**config.mk**
```make
export PLATFORM = sky130hd
export DESIGN_NAME = logistic_map_column_plotter
export DESIGN_NICKNAME = d
export VERILOG_FILES = /design/src/sv/lmcp_pkg.sv /design/src/sv/lmcp_cfg.sv /design/src/sv/lmcp_ctrl.sv /design/src/sv/lmcp_dp.sv /design/src/sv/logistic_map_column_plotter.sv
export SDC_FILE = /design/constraint.sdc
export NUM_CORES = 2
export LEC_CHECK = 0
export BUFFER_PORTS_ARGS = -buffer_cell sky130_fd_sc_hd__clkbuf_2
export CAP_MARGIN = 20
export CORE_MARGIN = 5
export CORE_UTILIZATION = 45
export DETAILED_ROUTE_END_ITERATION = 10
export GPL_ROUTABILITY_DRIVEN = 0
export SYNTH_ARGS = -nofsm -noshare
export SYNTH_HDL_FRONTEND = slang
export SYNTH_SLANG_ARGS = --single-unit
```
**constraint.sdc**
```tcl
create_clock -name clk -period 9.2 [get_ports clk]
set_clock_uncertainty 0.15 [all_clocks]
set_input_delay 1.84 -clock clk [delete_from_list [all_inputs] [get_ports clk]]
set_output_delay 1.84 -clock clk [all_outputs]
set_load 0.02 [all_outputs]
```
**src/sv/lmcp_pkg.sv**
```systemverilog
`timescale 1ns / 1ps
// ----------------------------------------------------------------------------
// lmcp_pkg
// Shared types, register indexes and fixed-point helpers for the logistic map
// column plotter.
// ----------------------------------------------------------------------------
package lmcp_pkg;

    // field widths
    localparam int COL_W   = 10;
    localparam int ROW_W   = 10;
    localparam int Q_W     = 32;
    localparam int STEP_W  = 31;
    localparam int ITER_W  = 7;
    localparam int SCR_W   = 11;
    localparam int IDX_W   = 8;
    localparam int FRAC_W  = 28;
    localparam int ROWSH_W = 44;
    localparam int OP_W    = 33;
    localparam int PROD_W  = 66;

    // one in Q4.28
    localparam logic signed [OP_W-1:0] ONE_Q = OP_W'(1) <<< FRAC_W;

    // register indexes
    localparam logic [IDX_W-1:0] REG_SEED       = IDX_W'(0);
    localparam logic [IDX_W-1:0] REG_WARM_UP    = IDX_W'(1);
    localparam logic [IDX_W-1:0] REG_PARAM_START = IDX_W'(2);
    localparam logic [IDX_W-1:0] REG_PARAM_STEP = IDX_W'(3);
    localparam logic [IDX_W-1:0] REG_TOP_VALUE  = IDX_W'(4);
    localparam logic [IDX_W-1:0] REG_ROWS_UNIT  = IDX_W'(5);
    localparam logic [IDX_W-1:0] REG_ITER_COUNT = IDX_W'(6);
    localparam logic [IDX_W-1:0] REG_SCR_HEIGHT = IDX_W'(7);

    // configuration register file contents
    typedef struct packed {
        logic signed [Q_W-1:0] seed;
        logic                  warm_up_enable;
        logic signed [Q_W-1:0] param_start;
        logic [STEP_W-1:0]     param_step;
        logic signed [Q_W-1:0] top_value;
        logic [Q_W-1:0]        rows_per_unit;
        logic [ITER_W-1:0]     iteration_count;
        logic [SCR_W-1:0]      screen_height;
    } cfg_t;

    // controller to datapath commands
    typedef struct packed {
        logic load_col;
        logic mul_param;
        logic add_param;
        logic mul_ax;
        logic sat_ax;
        logic mul_omx;
        logic sat_x;
        logic row_mul;
        logic row_last;
    } cmd_t;

    // saturate a wide signed value to 32 bits
    function automatic logic signed [Q_W-1:0] sat32(input logic signed [PROD_W-1:0] v);
        logic signed [Q_W-1:0] r;
        if (v > PROD_W'(signed'(32'sh7fffffff))) begin
            r = 32'sh7fffffff;
        end else if (v < PROD_W'(signed'(32'sh80000000))) begin
            r = 32'sh80000000;
        end else begin
            r = v[Q_W-1:0];
        end
        return r;
    endfunction

endpackage

```
**src/sv/lmcp_cfg.sv**
```systemverilog
`timescale 1ns / 1ps
// ----------------------------------------------------------------------------
// lmcp_cfg
// Configuration register file, written one word at a time by index.
// ----------------------------------------------------------------------------
module lmcp_cfg (
    input  logic                        clk,
    input  logic                        rst_n,
    input  logic                        cfg_valid,
    output logic                        cfg_ready,
    input  logic [lmcp_pkg::IDX_W-1:0]  cfg_index,
    input  logic [lmcp_pkg::Q_W-1:0]    cfg_data,
    output lmcp_pkg::cfg_t              cfg
);
    import lmcp_pkg::*;

    cfg_t cfg_reg;

    assign cfg_ready = 1'b1;
    assign cfg      = cfg_reg;

    // register writes, unknown indexes dropped
    always_ff @(posedge clk or negedge rst_n)
    begin
        if (!rst_n)
        begin
            cfg_reg.seed            <= '0;
            cfg_reg.warm_up_enable  <= 1'b0;
            cfg_reg.param_start     <= '0;
            cfg_reg.param_step      <= STEP_W'(1048576);
            cfg_reg.top_value       <= Q_W'(268435456);
            cfg_reg.rows_per_unit   <= Q_W'(67108864);
            cfg_reg.iteration_count <= ITER_W'(64);
            cfg_reg.screen_height   <= SCR_W'(1024);
        end
        else if (cfg_valid && cfg_ready)
        begin
            unique case (cfg_index)
                REG_SEED:        cfg_reg.seed            <= cfg_data;
                REG_WARM_UP:     cfg_reg.warm_up_enable  <= cfg_data[0];
                REG_PARAM_START: cfg_reg.param_start     <= cfg_data;
                REG_PARAM_STEP:  cfg_reg.param_step      <= cfg_data[STEP_W-1:0];
                REG_TOP_VALUE:   cfg_reg.top_value       <= cfg_data;
                REG_ROWS_UNIT:   cfg_reg.rows_per_unit   <= cfg_data;
                REG_ITER_COUNT:  cfg_reg.iteration_count <= cfg_data[ITER_W-1:0];
                REG_SCR_HEIGHT:  cfg_reg.screen_height   <= cfg_data[SCR_W-1:0];
                default:         cfg_reg                 <= cfg_reg;
            endcase
        end
    end

endmodule

```
**src/sv/lmcp_ctrl.sv**
```systemverilog
`timescale 1ns / 1ps
// ----------------------------------------------------------------------------
// lmcp_ctrl
// Sequencer: steps the shared multiplier through the parameter setup, the
// warm-up pass and the plotting pass of one column.
// ----------------------------------------------------------------------------
module lmcp_ctrl #(
    parameter int MAX_ITERATIONS = 64
) (
    input  logic                 clk,
    input  logic                 rst_n,
    input  logic                 start,
    output logic                 busy,
    input  lmcp_pkg::cfg_t       cfg,
    output lmcp_pkg::cmd_t       cmd
);
    import lmcp_pkg::*;

    typedef enum logic [7:0] {
        ST_IDLE      = 8'b0000_0001,
        ST_PARAM_MUL = 8'b0000_0010,
        ST_PARAM_ADD = 8'b0000_0100,
        ST_MUL_AX    = 8'b0000_1000,
        ST_SAT_AX    = 8'b0001_0000,
        ST_MUL_OMX   = 8'b0010_0000,
        ST_SAT_X     = 8'b0100_0000,
        ST_ROW_MUL   = 8'b1000_0000
    } state_t;

    state_t              state_reg, state_next;
    logic [ITER_W-1:0]   iter_reg, iter_next;
    logic                plot_phase_reg, plot_phase_next;
    logic [ITER_W-1:0]   count_eff;
    logic                iter_done;

    // pass length clamped to the iteration limit
    assign count_eff = (cfg.iteration_count > ITER_W'(MAX_ITERATIONS)) ?
                       ITER_W'(MAX_ITERATIONS) : cfg.iteration_count;
    assign iter_done = (iter_reg == count_eff);
    assign busy      = (state_reg != ST_IDLE);

    // next state and commands
    always_comb
    begin
        state_next      = state_reg;
        iter_next       = iter_reg;
        plot_phase_next = plot_phase_reg;
        cmd             = '0;
        unique case (state_reg)
            ST_IDLE:
            begin
                cmd.load_col = start;
                if (start && (count_eff != '0))
                begin
                    state_next = ST_PARAM_MUL;
                end
            end
            ST_PARAM_MUL:
            begin
                cmd.mul_param = 1'b1;
                state_next    = ST_PARAM_ADD;
            end
            ST_PARAM_ADD:
            begin
                cmd.add_param   = 1'b1;
                iter_next       = ITER_W'(1);
                plot_phase_next = !cfg.warm_up_enable;
                state_next      = ST_MUL_AX;
            end
            ST_MUL_AX:
            begin
                cmd.mul_ax = 1'b1;
                state_next = ST_SAT_AX;
            end
            ST_SAT_AX:
            begin
                cmd.sat_ax = 1'b1;
                state_next = ST_MUL_OMX;
            end
            ST_MUL_OMX:
            begin
                cmd.mul_omx = 1'b1;
                state_next  = ST_SAT_X;
            end
            ST_SAT_X:
            begin
                cmd.sat_x = 1'b1;
                if (plot_phase_reg)
                begin
                    state_next = ST_ROW_MUL;
                end
                else
                begin
                    state_next = ST_MUL_AX;
                    if (iter_done)
                    begin
                        plot_phase_next = 1'b1;
                        iter_next       = ITER_W'(1);
                    end
                    else
                    begin
                        iter_next = iter_reg + ITER_W'(1);
                    end
                end
            end
            ST_ROW_MUL:
            begin
                cmd.row_mul  = 1'b1;
                cmd.row_last = iter_done;
                if (iter_done)
                begin
                    state_next = ST_IDLE;
                end
                else
                begin
                    iter_next  = iter_reg + ITER_W'(1);
                    state_next = ST_MUL_AX;
                end
            end
            default:
            begin
                state_next = ST_IDLE;
            end
        endcase
    end

    always_ff @(posedge clk or negedge rst_n)
    begin
        if (!rst_n)
        begin
            state_reg      <= ST_IDLE;
            iter_reg       <= '0;
            plot_phase_reg <= 1'b0;
        end
        else
        begin
            state_reg      <= state_next;
            iter_reg       <= iter_next;
            plot_phase_reg <= plot_phase_next;
        end
    end

endmodule

```
**src/sv/lmcp_dp.sv**
```systemverilog
`timescale 1ns / 1ps
// ----------------------------------------------------------------------------
// lmcp_dp
// Datapath: one shared signed multiplier, Q4.28 saturation, row conversion
// and the result register.
// ----------------------------------------------------------------------------
module lmcp_dp #(
    parameter int MAX_COLUMNS = 1024,
    parameter int MAX_ROWS    = 1024
) (
    input  logic                        clk,
    input  logic                        rst_n,
    input  lmcp_pkg::cfg_t              cfg,
    input  lmcp_pkg::cmd_t              cmd,
    input  logic [lmcp_pkg::COL_W-1:0]  column,
    output logic                        valid,
    output logic [lmcp_pkg::COL_W-1:0]  out_column,
    output logic [lmcp_pkg::ROW_W-1:0]  row,
    output logic                        plot,
    output logic                        last
);
    import lmcp_pkg::*;

    localparam int RV_W = PROD_W - ROWSH_W;

    logic [COL_W-1:0]         col_reg;
    logic signed [Q_W-1:0]    a_reg;
    logic signed [Q_W-1:0]    x_reg;
    logic signed [Q_W-1:0]    t_reg;
    logic signed [Q_W-1:0]    omx_reg;
    logic signed [Q_W-1:0]    diff_reg;
    logic signed [PROD_W-1:0] prod_reg;
    logic                     row_phase_reg;
    logic                     row_last_reg;
    logic                     valid_reg;
    logic [COL_W-1:0]         out_column_reg;
    logic [ROW_W-1:0]         row_out_reg;
    logic                     plot_reg;
    logic                     last_reg;

    logic signed [OP_W-1:0]   op_a, op_b;
    logic signed [Q_W-1:0]    prod_q;
    logic signed [Q_W-1:0]    omx;
    logic signed [Q_W-1:0]    diff_new;
    logic signed [Q_W-1:0]    a_new;
    logic signed [PROD_W-1:0] rnd;
    logic signed [RV_W-1:0]   row_val;
    logic                     in_area;

    // operand select for the shared multiplier
    always_comb
    begin
        op_a = OP_W'(signed'(a_reg));
        op_b = OP_W'(signed'(x_reg));
        if (cmd.mul_param)
        begin
            op_a = {2'b00, cfg.param_step};
            op_b = {{(OP_W-COL_W){1'b0}}, col_reg};
        end
        else if (cmd.mul_omx)
        begin
            op_a = OP_W'(signed'(t_reg));
            op_b = OP_W'(signed'(omx_reg));
        end
        else if (cmd.row_mul)
        begin
            op_a = OP_W'(signed'(diff_reg));
            op_b = {1'b0, cfg.rows_per_unit};
        end
    end

    // product rescaled to Q4.28 with floor shift and saturation
    assign prod_q   = sat32(prod_reg >>> FRAC_W);
    assign omx      = sat32(PROD_W'(ONE_Q - OP_W'(signed'(x_reg))));
    assign diff_new = sat32(PROD_W'(signed'(cfg.top_value)) - PROD_W'(signed'(prod_q)));
    assign a_new    = sat32(PROD_W'(signed'(cfg.param_start)) + prod_reg);

    // row truncated toward zero, then range check
    assign rnd     = prod_reg + (prod_reg[PROD_W-1] ?
                     PROD_W'((PROD_W'(1) <<< ROWSH_W) - PROD_W'(1)) : PROD_W'(0));
    assign row_val = RV_W'(rnd >>> ROWSH_W);
    assign in_area = !row_val[RV_W-1] &&
                     (row_val[RV_W-2:0] < (RV_W-1)'(cfg.screen_height)) &&
                     (32'(row_val[RV_W-2:0]) < 32'(MAX_ROWS)) &&
                     (32'(col_reg) < 32'(MAX_COLUMNS));

    // working registers
    always_ff @(posedge clk)
    begin
        if (cmd.load_col)
        begin
            col_reg <= column;
        end
        if (cmd.mul_param || cmd.mul_ax || cmd.mul_omx || cmd.row_mul)
        begin
            prod_reg <= op_a * op_b;
        end
        if (cmd.add_param)
        begin
            a_reg <= a_new;
            x_reg <= cfg.seed;
        end
        if (cmd.mul_ax)
        begin
            omx_reg <= omx;
        end
        if (cmd.sat_ax)
        begin
            t_reg <= prod_q;
        end
        if (cmd.sat_x)
        begin
            x_reg    <= prod_q;
            diff_reg <= diff_new;
        end
    end

    // result word, built the cycle after the row product
    always_ff @(posedge clk)
    begin
        if (row_phase_reg)
        begin
            out_column_reg <= col_reg;
            row_out_reg    <= in_area ? row_val[ROW_W-1:0] : '0;
            plot_reg       <= in_area;
            last_reg       <= row_last_reg;
        end
    end

    always_ff @(posedge clk or negedge rst_n)
    begin
        if (!rst_n)
        begin
            row_phase_reg <= 1'b0;
            row_last_reg  <= 1'b0;
            valid_reg     <= 1'b0;
        end
        else
        begin
            row_phase_reg <= cmd.row_mul;
            row_last_reg  <= cmd.row_last;
            valid_reg     <= row_phase_reg;
        end
    end

    assign valid      = valid_reg;
    assign out_column = out_column_reg;
    assign row        = row_out_reg;
    assign plot       = plot_reg;
    assign last       = last_reg;

endmodule

```
**src/sv/logistic_map_column_plotter.sv**
```systemverilog
`timescale 1ns / 1ps
// ----------------------------------------------------------------------------
// logistic_map_column_plotter
// Iterates the logistic map for one screen column and emits one plot point
// per iterate of the plotting pass.
// ----------------------------------------------------------------------------
//  channel   signals                                 direction  handshake
//  command   start, busy, column                     in         start & !busy
//  result    valid, out_column, row, plot, last      out        valid strobe
//  config    cfg_valid, cfg_ready, cfg_index, cfg_data in       valid & ready
//
//  Busy covers one column: parameter setup, an optional warm-up pass and the
//  plotting pass of N iterates each, N the clamped iteration count; the shared
//  multiplier forms the parameter product, two products per warm-up iterate
//  and three per plotted iterate. A word trails its row product by the row
//  phase and result registers, the last after busy drops. A zero count returns
//  no words. Reset clears control and configuration; results never stall.
// ----------------------------------------------------------------------------
module logistic_map_column_plotter #(
    parameter int MAX_COLUMNS    = 1024,
    parameter int MAX_ROWS       = 1024,
    parameter int MAX_ITERATIONS = 64
) (
    input  logic                        clk,
    input  logic                        rst_n,
    input  logic                        start,
    output logic                        busy,
    input  logic [lmcp_pkg::COL_W-1:0]  column,
    output logic                        valid,
    output logic [lmcp_pkg::COL_W-1:0]  out_column,
    output logic [lmcp_pkg::ROW_W-1:0]  row,
    output logic                        plot,
    output logic                        last,
    input  logic                        cfg_valid,
    output logic                        cfg_ready,
    input  logic [lmcp_pkg::IDX_W-1:0]  cfg_index,
    input  logic [lmcp_pkg::Q_W-1:0]    cfg_data
);
    import lmcp_pkg::*;

    cfg_t cfg;
    cmd_t cmd;
    logic busy_int;
    logic start_acc;

    assign busy      = busy_int;
    assign start_acc = start && !busy_int;

    // configuration registers
    lmcp_cfg u_cfg (
        .clk       (clk),
        .rst_n     (rst_n),
        .cfg_valid (cfg_valid),
        .cfg_ready (cfg_ready),
        .cfg_index (cfg_index),
        .cfg_data  (cfg_data),
        .cfg       (cfg)
    );

    // sequencer
    lmcp_ctrl #(
        .MAX_ITERATIONS (MAX_ITERATIONS)
    ) u_ctrl (
        .clk   (clk),
        .rst_n (rst_n),
        .start (start_acc),
        .busy  (busy_int),
        .cfg   (cfg),
        .cmd   (cmd)
    );

    // arithmetic and result word
    lmcp_dp #(
        .MAX_COLUMNS (MAX_COLUMNS),
        .MAX_ROWS    (MAX_ROWS)
    ) u_dp (
        .clk        (clk),
        .rst_n      (rst_n),
        .cfg        (cfg),
        .cmd        (cmd),
        .column     (column),
        .valid      (valid),
        .out_column (out_column),
        .row        (row),
        .plot       (plot),
        .last       (last)
    );

endmodule
```
==> After elaboration in Yosys (flattened, before gate mapping) <==
Index checks and enable logic that the tools add are counted.
{ "totals": {"rom_bits": 0, "latchBits": 0, "ramBits": 0, "memories": 0, "regBits": 455} }
{ "classes": {"reduce_logical": 24, "shifts": 0, "div_mod_pow": 0, "addsub": 5, "n_lt_le_gt_ge": 11, "n_eq_ne": 20, "multipliers": 1, "n_mux": 34, "n_bitwise": 0} }
{ "op_table": {"columns": ["cell", "n"], "rows": [
  ["two-way mux 32 bit", 7],
  ["> comparator 66 x 32 -> 1 bit (second input constant)", 3],
  ["less-than comparator 66 x 32 -> 1 bit (second input constant)", 3],
  ["two-way mux 33 bit", 6],
  ["adder 32 x 66 -> 66 bit", 1],
  ["adder 66 x 45 -> 66 bit", 1],
  ["multiplier 33 x 33 -> 66 bit", 1],
  ["one-hot mux 8 bit (8 select lines)", 1],
  ["two-way mux 44 bit", 1],
  ["equality test 8 x 3 -> 1 bit (second input constant)", 5],
  ["> comparator 38 x 32 -> 1 bit (second input constant)", 1],
  ["less-than comparator 38 x 32 -> 1 bit (second input constant)", 1],
  ["subtractor 30 x 32 -> 33 bit (first input constant)", 1],
  ["subtractor 32 x 32 -> 33 bit", 1],
  ["two-way mux 7 bit", 4],
  ["equality test 8 x 2 -> 1 bit (second input constant)", 3],
  ["less-than comparator 21 x 11 -> 1 bit", 1],
  ["less-than comparator 21 x 11 -> 1 bit (second input constant)", 1],
  ["one-hot mux 7 bit (3 select lines)", 1],
  ["equality test 8 x 1 -> 1 bit (second input constant)", 2],
  ["two-way mux 8 bit", 2],
  ["AND reduction 2 bit", 8],
  ["two-way mux 1 bit", 9],
  ["equality test 8 x 4 -> 1 bit (second input constant)", 1],
  ["21 further kinds", 30]
]} }

==> Longest topological paths before layout <==
{ "depth": {"depth_word": 8, "mapped_depth": 40, "depth_no_buf": 36} }

==> Modules after synthesis <==
From an unflattened synthesis, not the netlist that was laid out.
{ "unflattened": {"cells_unflattened": 6769, "hier_area_um2": 64981.1} }
{ "by_module_without_submodules": {"columns": ["mod", "cells_each", "area_per_inst_um2", "instances"], "rows": [
  ["lmcp_dp", 6252, 57167.3, 1],
  ["lmcp_cfg", 389, 6640.1, 1],
  ["lmcp_ctrl", 127, 1159.9, 1],
  ["logistic_map_column_plotter", 1, 13.8, 1]
]} }

==> Worst setup path after synthesis <==
No wires, ideal clock.
{ "synth_path": {"path_type": "register to register", "start": "register u_ctrl.state_reg[5]", "end": "register u_dp.prod_reg[54] (data pin)", "t_arrival_ns": 9.604, "setup_time_ns": 0.260, "n_path_buf": 5, "stages_incl_launch_ff": 37, "setup_slack_ns": -0.813, "period_less_slack_ns": 10.013, "path_cell_list": "dfrtp_1 nor4_1 nand4b_1 nand2_1 clkbuf_1 buf_1 o21a_1 clkbuf_1 clkbuf_1 nand2_1 fa_1 inv_1 fa_1 fa_1 inv_1 fa_1 fa_1 fa_1 inv_1 fa_1 inv_1 fa_1 inv_1 ha_1 clkbuf_1 nand4_1 a2111oi_0 a221oi_1 o211ai_1 a31oi_1 o221a_2 a211o_1 a31oi_1 a31oi_1 o21ai_0 or4_1 nand3_1"} }
{ "synth_via": {"elab_chain_cells": 6} }
{ "synth_rtl": {"columns": ["element", "line_no", "source"], "rows": [
  ["start: declaration", "lmcp_ctrl.sv:30", "state_t state_reg, state_next;"],
  ["start signal: assignment", "lmcp_ctrl.sv:137", "state_reg <= state_next;"],
  ["equality test 8 bit", "lmcp_ctrl.sv:49", "unique case (state_reg)"],
  ["two-way mux 2 bit", "lmcp_ctrl.sv:49", null],
  ["two-way mux 33 bit", "lmcp_dp.sv:65", "else if (cmd.row_mul)"],
  ["two-way mux 33 bit", "lmcp_dp.sv:60", "else if (cmd.mul_omx)"],
  ["two-way mux 33 bit", "lmcp_dp.sv:55", "if (cmd.mul_param)"],
  ["multiplier 33 x 33 -> 66 bit *", "lmcp_dp.sv:96", "prod_reg <= op_a * op_b;"],
  ["end signal: assignment", "lmcp_dp.sv:96", null],
  ["end: declaration", "lmcp_dp.sv:32", "logic signed [PROD_W-1:0] prod_reg;"]
]} }
Every way passes the cells marked *; elsewhere a longest branch is shown, timed or not.
A chain may end at the register's enable or synchronous reset.

==> Final worst setup path <==
{ "layout_path": {"start": "register u_ctrl.state_reg[2]", "end": "register u_dp.prod_reg[62] (data pin)"} }
The elaborated chain is that of the path after synthesis.

==> summary.md <==
| Metric | Value |
|---|---|
| Slew Viols, Final | `0` |
| Mapped Nets | `8,154` |
| Final Cell Area | `0.0780 mm²` |
| Port Buffers | `77` |
| Worst R2R Start | `u_ctrl.state_reg[2]` |
| DRC violation total after the first TritonRoute iteration | `4,935` |
| Post-synth top cells | `inv_1 (1,230), fa_1 (1,124), nor2_1 (706)` |
| Antenna Nets Post-Route | `0` |
| Synthesized flop and latch total | `455` |
| Syn Inst Count | `6,607` |
| CP Depth | `37` |
| Asr flop ratio synth | `0.433` |
| Hold_ws | `285 ps` |
| Fmax | `103 MHz` |
| WS Path Type | `register to register` |
| Synth cell types | `96` |
| Worst-path fanout max | `7` |
| Max clock buf depth | `3` |
| Fin crit period | `9730 ps` |
| Hold Violations, Final | `0` |
| Starting density of the core | `0.453` |
| H-tree depth | `2` |
| Clock-pin slew on the worst setup and hold paths | `70 ps` |
| Buf+Inv Stages, Crit Path | `10` |
| Total core area | `0.140 mm²` |
| RSZ-0062 raised after global routing | `true` |
| Max Cap Viol | `0` |
| Die Y | `385 µm` |
| Share of the synthesized area in the top cell type | `0.355` |
| Most numerous cell in the Yosys netlist | `inv_1` |
| HPWL after DPL | `184,000 µm` |
| Max_slew headroom | `0.252` |
| TritonCTS clock tree | `done` |
| Failing checks | `setup timing` |
| Clock Tree Root | `clkbuf_16` |
| Slowest-stage cell, CP | `or4_4` |
| Max reg flops | `178` |
| Remaining DRCs | `0` |
| Clk_lat worst skew | `630 ps` |
| Sequential fraction of the synthesis area | `0.200` |
| Cell taking the most area after synthesis | `fa_1` |
| Share of cells above drive strength 1 | `0.236` |
| Die X | `385 µm` |
| Final setup vio count | `18` |
| Overflow after GRT | `0` |
| CP most frequent cell | `fa_1` |
| Setup TNS | `-5980 ps` |
| Pin slew with the least headroom to its limit | `1120 ps` |
| Detailed Route WL | `227,000 µm` |
| Req. time, crit path | `9400 ps` |
| Final net count | `8,902` |
| Synth top area cells | `fa_1 (36%), edfxtp_1 (12%), dfrtp_1 (7.6%), ha_1 (7.3%), inv_1 (7.3%)` |
| Largest net degree at the start of global routing | `75` |
| Reg2Reg Setup Slack | `-530 ps` |
| Post-synth EDFFs | `258` |
| Delay-heaviest family, CP | `adder cells` |
| CTS Buf Count | `45` |
| Hold/Removal Path Class | `register to register` |
| Global-route wire length before repair | `341,000 µm` |
| Post-Place Cells | `9,023` |
| Die area | `0.148 mm²` |
| R2R depth | `37` |
| Critical Path End | `u_dp.prod_reg[62]` |
| Ys flop type | `edfxtp_1` |
| Crit path from | `u_ctrl.state_reg[2]` |
| Dpl cell area | `0.0724 mm²` |
| CTS sink cnt | `455` |
| CP endpoint kind | `register` |
| Initial antenna violation count | `18` |
| Final Worst Setup Slack | `-531 ps` |
| Area growth, synth to finish | `23.3%` |
| Drt via density | `5.58` |
| All-Layer GR Usage | `0.309` |
| Final Instance Count excl. Fillers | `9,280` |
| Wire length per cell after detailed routing | `24.5 µm` |
| Post-Synthesis Cell Area | `0.0633 mm²` |
| End of the worst register-to-register path | `u_dp.prod_reg[62]` |
| Rows | `137` |
| Fin crit share | `1.06` |
| Worst EP arrival | `9930 ps` |
| Syn avg cell area | `9.58 µm²` |
| CP startpoint kind | `register` |
| Status | `finished, violations left` |
| Vias in the first global route | `53,800` |
| Top-Level Pins | `79` |
| Pre-antenna DRT Iters | `6` |
| Ys Warns | `0` |
| Via Count | `51,800` |
| Crit path largest cell delay | `630 ps` |
-- per-layer routing --
layer,vias to the layer above,share of wire,GRT usage
met5,-,0.00033,0
met4,10,0.062,0.146
met3,573,0.10,0.0756
met2,2456,0.45,0.482
met1,26200,0.39,0.407
li1,22500,-,-
-- worst register-to-register path: cells and delay by family (launching register included) --
kind            cells  cell delay, ps
simple gates       10            1920
buf+inv            10            1160
flops               1             390
fa+ha+maj           9            4070
compound gates      8            1780
-- layout by cell type (no fill, tap or decap), drive strengths merged, types with 41 or more instances in the layout --
master,netlist,layout
a21o,93,93
a21oi,211,211
buf,45,916
clkbuf,255,142
dfrtp,191,191
edfxtp,258,258
fa,1124,1124
ha,369,369
inv,1231,1235
mux2,181,181
nand2,696,696
nand2b,41,41
nand3,77,77
nand4,50,50
nor2,706,706
nor3,57,57
o21a,81,81
o21ai,237,238
xnor2,104,104
xor2,74,74
-- layout make-up --
class / instances / area, µm²
Fill cell: 12100 / 61700
Multi-Input combinational cell: 4621 / 47100
Sequential cell: 455 / 12700
Timing Repair Buffer: 1000 / 9650
Inverter: 1232 / 4660
Tap cell: 1876 / 2350
Clock buffer: 64 / 1300
Clock inverter: 20 / 223
Antenna cell: 12 / 30.0
-- stage by stage --
step	worst slack, ps	utilization
after floorplan	0.222	-
after global placement	-1470	0.518
after detailed placement	-1290	0.518
after CTS	-328	0.551
after global routing	-751	0.558
final	-531	0.559
-- worst min path at each step --
stage	slack, ps	startpoint	end	depth (start not counted)
after floorplan	250	u_dp.row_last_reg	u_dp.last	0
after global placement	250	u_dp.row_last_reg	u_dp.last	0
after detailed placement	270	u_dp.row_last_reg	u_dp.last	0
after CTS	290	u_dp.row_last_reg	u_dp.last	0
after global routing	300	u_dp.row_last_reg	u_dp.last	0
final	290	u_dp.row_last_reg	u_dp.last	0
-- cell families (layout without fill, tap and decap cells) --
group / after synthesis / count (layout) / synth area share
buf+inv: 1532 / 2316 / 0.0915
flops: 455 / 455 / 0.200
xor+xnor: 178 / 178 / 0.0246
mux: 186 / 186 / 0.0330
fa+ha+maj: 1524 / 1524 / 0.433
other cells: 1 / 13 / 0.0000592
simple gates: 1830 / 1830 / 0.125
compound gates: 901 / 902 / 0.0919
-- repair_timing --
item                                    CTS  global route
pin swaps                               163           163
gates cloned                             16             2
endpoints found under the setup margin   32            35
buffers inserted                        105            45
gates resized for setup                 366           176
hold buffers                              0             0
Power is not shown: default switching activity piles up to over one toggle a cycle in this logic, so the estimate is an artifact.
